<file path="src/rtl/pqf_pkg.sv">
// Shared types, widths and arithmetic helpers for the polar quadratic fit block.
// No dependencies.
package pqf_pkg;

	localparam int IN_FRAC_BITS  = 16;
	localparam int OUT_FRAC_BITS = 32;
	localparam int FO            = IN_FRAC_BITS + OUT_FRAC_BITS;
	localparam int WW            = 130;
	localparam int YW            = 65;
	localparam int DW            = 33;

	typedef logic signed [WW-1:0] wide_t;
	typedef logic signed [YW-1:0] mop_t;
	typedef logic signed [DW-1:0] diff_t;
	typedef logic signed [31:0]   smp_t;
	typedef logic signed [63:0]   coef_t;

	typedef struct packed {
		logic  act;
		smp_t  v1;
		smp_t  v2;
		smp_t  v3;
		smp_t  w1;
		smp_t  w3;
		diff_t d23;
		diff_t d31;
		diff_t d12;
		diff_t dw13;
		diff_t dw23;
		diff_t dw21;
	} item_t;

	typedef struct packed {
		coef_t val;
		logic  ovf;
	} sat_t;

	localparam coef_t COEF_MAX = {1'b0, {63{1'b1}}};
	localparam coef_t COEF_MIN = {1'b1, {63{1'b0}}};

	function automatic wide_t wext32(input smp_t v);
		return {{(WW-32){v[31]}}, v};
	endfunction

	function automatic wide_t wext33(input diff_t v);
		return {{(WW-DW){v[DW-1]}}, v};
	endfunction

	function automatic wide_t wext64(input coef_t v);
		return {{(WW-64){v[63]}}, v};
	endfunction

	function automatic mop_t yext32(input smp_t v);
		return {{(YW-32){v[31]}}, v};
	endfunction

	function automatic mop_t yext33(input diff_t v);
		return {{(YW-DW){v[DW-1]}}, v};
	endfunction

	function automatic mop_t yext64(input coef_t v);
		return {v[63], v};
	endfunction

	function automatic sat_t sat64(input wide_t v);
		sat_t r;
		if ((v[WW-1:63] == '0) || (v[WW-1:63] == '1)) begin
			r.val = v[63:0];
			r.ovf = 1'b0;
		end else begin
			r.val = v[WW-1] ? COEF_MIN : COEF_MAX;
			r.ovf = 1'b1;
		end
		return r;
	endfunction

	// divide by 2^k, rounding toward zero
	function automatic wide_t shr_trunc(input wide_t v, input int unsigned k);
		wide_t m;
		m = (wide_t'(1) <<< k) - wide_t'(1);
		if (v[WW-1])
			return (v + m) >>> k;
		return v >>> k;
	endfunction

endpackage

</file>
<file path="src/rtl/pqf_front.sv">
// Front end: accepts fit commands, forms the sample differences, queues up to two items.
// Depends on pqf_pkg.
module pqf_front import pqf_pkg::*; (
	input  logic  clk,
	input  logic  arst_n,
	input  logic  start,
	input  logic  action,
	input  smp_t  speed_one,
	input  smp_t  speed_two,
	input  smp_t  speed_three,
	input  smp_t  sink_one,
	input  smp_t  sink_two,
	input  smp_t  sink_three,
	output logic  busy,
	output logic  q_valid,
	output item_t q_item,
	input  logic  q_pop
);

	item_t      mem_q [2];
	logic       wr_ptr_q;
	logic       rd_ptr_q;
	logic [1:0] cnt_q;
	logic       push;
	item_t      item;

	assign busy    = (cnt_q == 2'd2);
	assign push    = start && !busy;
	assign q_valid = (cnt_q != 2'd0);
	assign q_item  = mem_q[rd_ptr_q];

	always_comb begin
		item.act  = action;
		item.v1   = speed_one;
		item.v2   = speed_two;
		item.v3   = speed_three;
		item.w1   = sink_one;
		item.w3   = sink_three;
		item.d23  = {speed_two[31], speed_two} - {speed_three[31], speed_three};
		item.d31  = {speed_three[31], speed_three} - {speed_one[31], speed_one};
		item.d12  = {speed_one[31], speed_one} - {speed_two[31], speed_two};
		item.dw13 = {sink_one[31], sink_one} - {sink_three[31], sink_three};
		item.dw23 = {sink_two[31], sink_two} - {sink_three[31], sink_three};
		item.dw21 = {sink_two[31], sink_two} - {sink_one[31], sink_one};
	end

	always_ff @(posedge clk) begin
		if (push)
			mem_q[wr_ptr_q] <= item;
	end

	always_ff @(posedge clk or negedge arst_n) begin
		if (!arst_n) begin
			wr_ptr_q <= 1'b0;
			rd_ptr_q <= 1'b0;
			cnt_q    <= 2'd0;
		end else begin
			if (push)
				wr_ptr_q <= !wr_ptr_q;
			if (q_pop)
				rd_ptr_q <= !rd_ptr_q;
			case ({push, q_pop})
				2'b10:   cnt_q <= cnt_q + 2'd1;
				2'b01:   cnt_q <= cnt_q - 2'd1;
				default: cnt_q <= cnt_q;
			endcase
		end
	end

endmodule

</file>
<file path="config.mk">
export PLATFORM = sky130hd
export DESIGN_NAME = pqf_front
export DESIGN_NICKNAME = d
export VERILOG_FILES = /design/src/rtl/pqf_pkg.sv /design/src/rtl/pqf_front.sv
export SDC_FILE = /design/constraint.sdc
export NUM_CORES = 1
export LEC_CHECK = 0
export BUFFER_PORTS_ARGS = -buffer_cell sky130_fd_sc_hd__buf_4
export CAP_MARGIN = 10
export CORE_MARGIN = 1.5
export CORE_UTILIZATION = 27
export CTS_CLUSTER_SIZE = 14
export DETAILED_ROUTE_END_ITERATION = 7
export PLACE_DENSITY = 0.55
export SYNTH_ARGS = -nofsm -noshare
export SYNTH_HDL_FRONTEND = slang
export SYNTH_SLANG_ARGS = --single-unit
</file>
<file path="constraint.sdc">
create_clock -name clk -period 31.4 [get_ports clk]
set_input_delay 1.57 -clock clk [delete_from_list [all_inputs] [get_ports clk]]
set_output_delay 1.57 -clock clk [all_outputs]
set_load 0.1 [all_outputs]
</file>
; Word-level counts from Yosys, hierarchy flattened
; Memory sizes are Yosys's and may differ from the RTL's.
; Cells that the tools add are included.
[word_totals]
regBits = 4
ramBits = 718
inputBits = 197
output_inout_bits = 361
wordCells = 24
mem_count = 1
[classes]
add_sub_neg = 8
n_eq_ne = 3
muxes = 3
n_reduce_logical = 6
[mem_list]
columns = name, words, word_bits, read_ports, rd_clocked_by_memory_dff, wr, line_no
row1 = mem_q, 2, 359, 1, 0, 1, pqf_front.sv:20  ; item_t mem_q [2];
[op_table]
columns = op, count
row1 = $sub A32 B32 Y33, 6
row2 = $eq A2 B2 Y1 const B, 2
row3 = $pmux W2 S2, 1
row4 = $reduce_bool A2 Y1, 2
row5 = $logic_not A1 Y1, 3
row6 = $add A2 B1 Y2 const B, 1
row7 = $eq A2 B1 Y1 const B, 1
row8 = $mux W1, 2
row9 = $sub A2 B1 Y2 const B, 1
row10 = $logic_and A1 B1 Y1, 1

; Longest topological paths before layout
[depth]
word_depth = 5
depth_mapped = 12
mapped_depth_nobuf = 12

; Worst setup path after synthesis
; No wires, ideal clock.
[synth_timing]
path_kind = input port to flip-flop
start = in start
end = mem mem_q[0][0] (netlist name) (enable)
setup_ps = 1087
arrival_ps = 16520
required_ps = 30313
path_slack_ps = 13793
cell_stages = 2
path_cell_list = nand2_1 > nor2_1
[synth_via]
elab_chain_cells = 3
[synth_rtl]
columns = item, line_no
row1 = start: declaration, pqf_front.sv:6  ; input logic start,
row2 = $logic_and A1 B1 Y1, pqf_front.sv:28  ; assign push = start && !busy;
row3 = $mux W1, pqf_front.sv:48  ; if (push)
row4 = $mux W1 (implied by the code), pqf_front.sv:49  ; mem_q[wr_ptr_q] <= item;
row5 = end: declaration, pqf_front.sv:20
; No other way between the ends.

==> impl_results.rst <==
.. list-table::
   :header-rows: 1

   * - Metric
     - Value
   * - Run status
     - completed
   * - Reg-to-Reg End
     - mem_q[0][163]
   * - Final critical path time including I/O delays and setup
     - about 6 ns
   * - Number of buffers created by CTS
     - 85
   * - Wire length of the first global-routing pass
     - approximately 160 mm
   * - Worst min path class
     - flip-flop to flip-flop
   * - Slew @ Worst Pin
     - 1.10 ns
   * - Drt wl/cell
     - 21.6 um
   * - Data arrival time at the worst-slack endpoint
     - ~4.6 ns
   * - Source of the critical timing path
     - rd_ptr_q
   * - Buffers on Ports
     - 557
   * - Overall die area
     - 0.137 sq mm
   * - Number of max-cap violations
     - 0
   * - Area used by multi-input combinational logic
     - roughly 0.013 sq mm
   * - Total routed wirelength
     - roughly 110 mm
   * - Element type at the critical path end
     - output port
   * - Clock transition at path regs
     - ~0.06 ns
   * - Syn Inst Count
     - around 2700
   * - Remaining DRCs
     - 0
   * - First-pass iteration count of the detailed router
     - 4
   * - Clock latency at the later pin of the worst-skew pair
     - 0.68 ns
   * - Global route total overflow
     - 0
   * - Fraction of synthesis flops using an asynchronous set or reset pin
     - less than 1%
   * - Sink Count
     - 722
   * - Prevailing post-synth register cell
     - edfxtp_1
   * - Most frequent cell after synthesis
     - edfxtp_1
   * - Launch point of the worst reg-to-reg path
     - cnt_q[0]
   * - Period Utilization, post-route
     - between 10% and 20%
   * - Filler instances
     - between 10000 and 15000
   * - Number of levels the H-tree was split into
     - 3
   * - Unrepaired setup endpoints after global routing
     - false
   * - Nets
     - roughly 3700
   * - Total vias in the final route
     - ~24000
   * - Cell taking the most area after synthesis
     - edfxtp_1
   * - Root buf cell
     - clkbuf_16
   * - Placement-stage worst setup slack
     - around 26 ns
   * - Post-Layout Cell Count
     - 5100
   * - Iteration-0 DRC Markers
     - 1439
   * - Via count normalized by instance count
     - ~4.7
   * - Number of synthesized register bits
     - around 720
   * - Crit path to
     - q_item[148]
   * - Startpoint class of the critical path
     - flip-flop
   * - Number of distinct library cells after synthesis
     - between 80 and 90
   * - Global placer's final weighted congestion
     - about 0.90
   * - Number of antenna repair diodes
     - 0
   * - Type of the worst setup path
     - flip-flop to output port
   * - TritonCTS clock tree
     - yes
   * - Hold Buf Count CTS
     - 0
   * - Core area
     - about 0.13 sq mm
   * - Count of final hold-check violations
     - 0
   * - Synthesized area per cell
     - about 14 sq um
   * - Post-detailed-route count of antenna-violating nets
     - 0
   * - Total half-perimeter wirelength after legalization and detailed placement
     - ~82 mm
   * - Post-synth top area share
     - between 50 and 60%
   * - Syn Nets
     - 3072
   * - Number of synthesized flops with an enable pin
     - 718
   * - Post_cts resized
     - 0
   * - Maximum operating frequency
     - approximately 0.16 GHz
   * - Die height
     - between 300 and 400 um
   * - Worst Path Required
     - 29.83 ns
   * - Flip-flop and latch area
     - about 0.022 sq mm
   * - Worst Slack Setup Final
     - around 25 ns
   * - Post-synthesis instance area
     - 0.0363 sq mm
   * - I/O pin cnt
     - between 500 and 600
   * - Total Negative Setup Slacks
     - 0 ns
   * - Most common library cells after synthesis
     - edfxtp_1, mux2_2, inv_1
   * - Ranking of synthesized cells by area
     - edfxtp_1, mux2_2, ha_1
   * - R2R Setup Slk
     - between 20 and 30 ns
   * - Pin count of the biggest net entering global routing
     - between 100 and 150
   * - Share of layout cells above drive strength 1
     - ~32%
   * - Final worst clock skew
     - around 0.027 ns
   * - Logic depth of the worst register-to-register path
     - 6
   * - Vias in the first global route
     - between 20000 and 25000
   * - Number of core rows
     - 134
   * - Warning count from the yosys run
     - 0
   * - Worst-case clock buffer depth
     - 3
   * - Largest fanout of any net on the critical path
     - 65
   * - Post-placement cell count
     - ~4900
   * - Post-synthesis to final-layout area growth
     - 24.5%
   * - Max-slew violation count
     - 0
   * - Final hold slack
     - between 0.4 and 0.5 ns
   * - Starting density of the core
     - 27.2%
   * - Register area share after synthesis
     - around three fifths
   * - Worst slew margin relative to its limit
     - between 20% and 30%
   * - Final setup vio count
     - 0
   * - Post-CTS setup repair buffer count
     - 0
   * - Total Routing Usage GR
     - 15.6%
   * - Initial antenna violation count
     - 3
   * - Chip Width
     - approximately 370 um
## worst min-delay path by stage
stage,start,endpoint,cells past startpoint
final,cnt_q[1],cnt_q[1],1
after global placement,cnt_q[1],cnt_q[1],1
after detailed placement,cnt_q[1],cnt_q[1],1
after CTS,cnt_q[1],cnt_q[1],1
after global routing,cnt_q[1],cnt_q[1],1
after floorplan,cnt_q[1],cnt_q[1],1
## cell usage in the layout (no fill, tap or decap), drive strengths merged, types with 16 or more instances in the layout
cell    instances
ha            193
o21ai          98
clkinv         36
o21a           29
and3           17
nor2          106
a21oi         162
clkbuf         99
buf           573
mux2          360
nand2          98
nand2b         19
inv           232
nor3           24
o21bai         21
nand3          44
edfxtp        718
xnor2         116
xor2           45
a211oi         16
a31oi          24
nor2b          32
a21o           94
## stage by stage
| stage | instance area [sq um] | utilization (%) |
|---|---|---|
| finish | 45200 | 33.9 |
| global route | 45200 | 33.9 |
| CTS | 45200 | 33.9 |
| detailed placement | 42500 | 31.9 |
| global placement | 42500 | 31.9 |
| floorplan | 36300 | - |
## sequential cells by signal, summed over array words and instances (netlist names)
name,flops
cnt_q,2
mem_q,718
rd_ptr_q,1
wr_ptr_q,1
## worst max-delay path, stage by stage, from the launching register on
cell and delay, ns:
dfrtp_4 0.82, buf_4 0.74, buf_4 0.70, buf_4 0.76, mux2_2 0.43, buf_4 0.24
## layout make-up
cell class	count	share of cell area, %
multi-input cells	1661	29.9
inverters	223	1.85
clock inverters	54	0.908
clock buffers	99	4.92
flip-flops and latches	722	48.0
well taps	1768	4.90
repair buffers	573	9.60
## logic make-up (layout without fill, tap and decap cells)
| logic type | count (synthesis) | count (layout) | share of synthesized area (%) |
|---|---|---|---|
| multiplexers | 361 | 361 | 11.2 |
| buffers and inverters | 293 | 949 | 3.14 |
| AO/OA/AOI/OAI | 550 | 550 | 9.89 |
| flip-flops | 722 | 722 | 59.7 |
| XOR/XNOR | 161 | 161 | 3.89 |
| AND/OR/NAND/NOR | 390 | 390 | 5.19 |
| adder cells (fa/ha/maj) | 199 | 199 | 6.99 |
## routing by layer
| layer | share of wire [%] | global-route usage, % |
|---|---|---|
| met3 | 8.1 | 4.37 |
| met4 | 2.5 | 4.96 |
| met1 | 43 | 19.8 |
| met5 | 0.0073 | 0 |
| met2 | 47 | 25.5 |
Power is left out: the tool's default activity adds up to more than one toggle a clock period on the data nets, which glitch-free logic cannot reach.
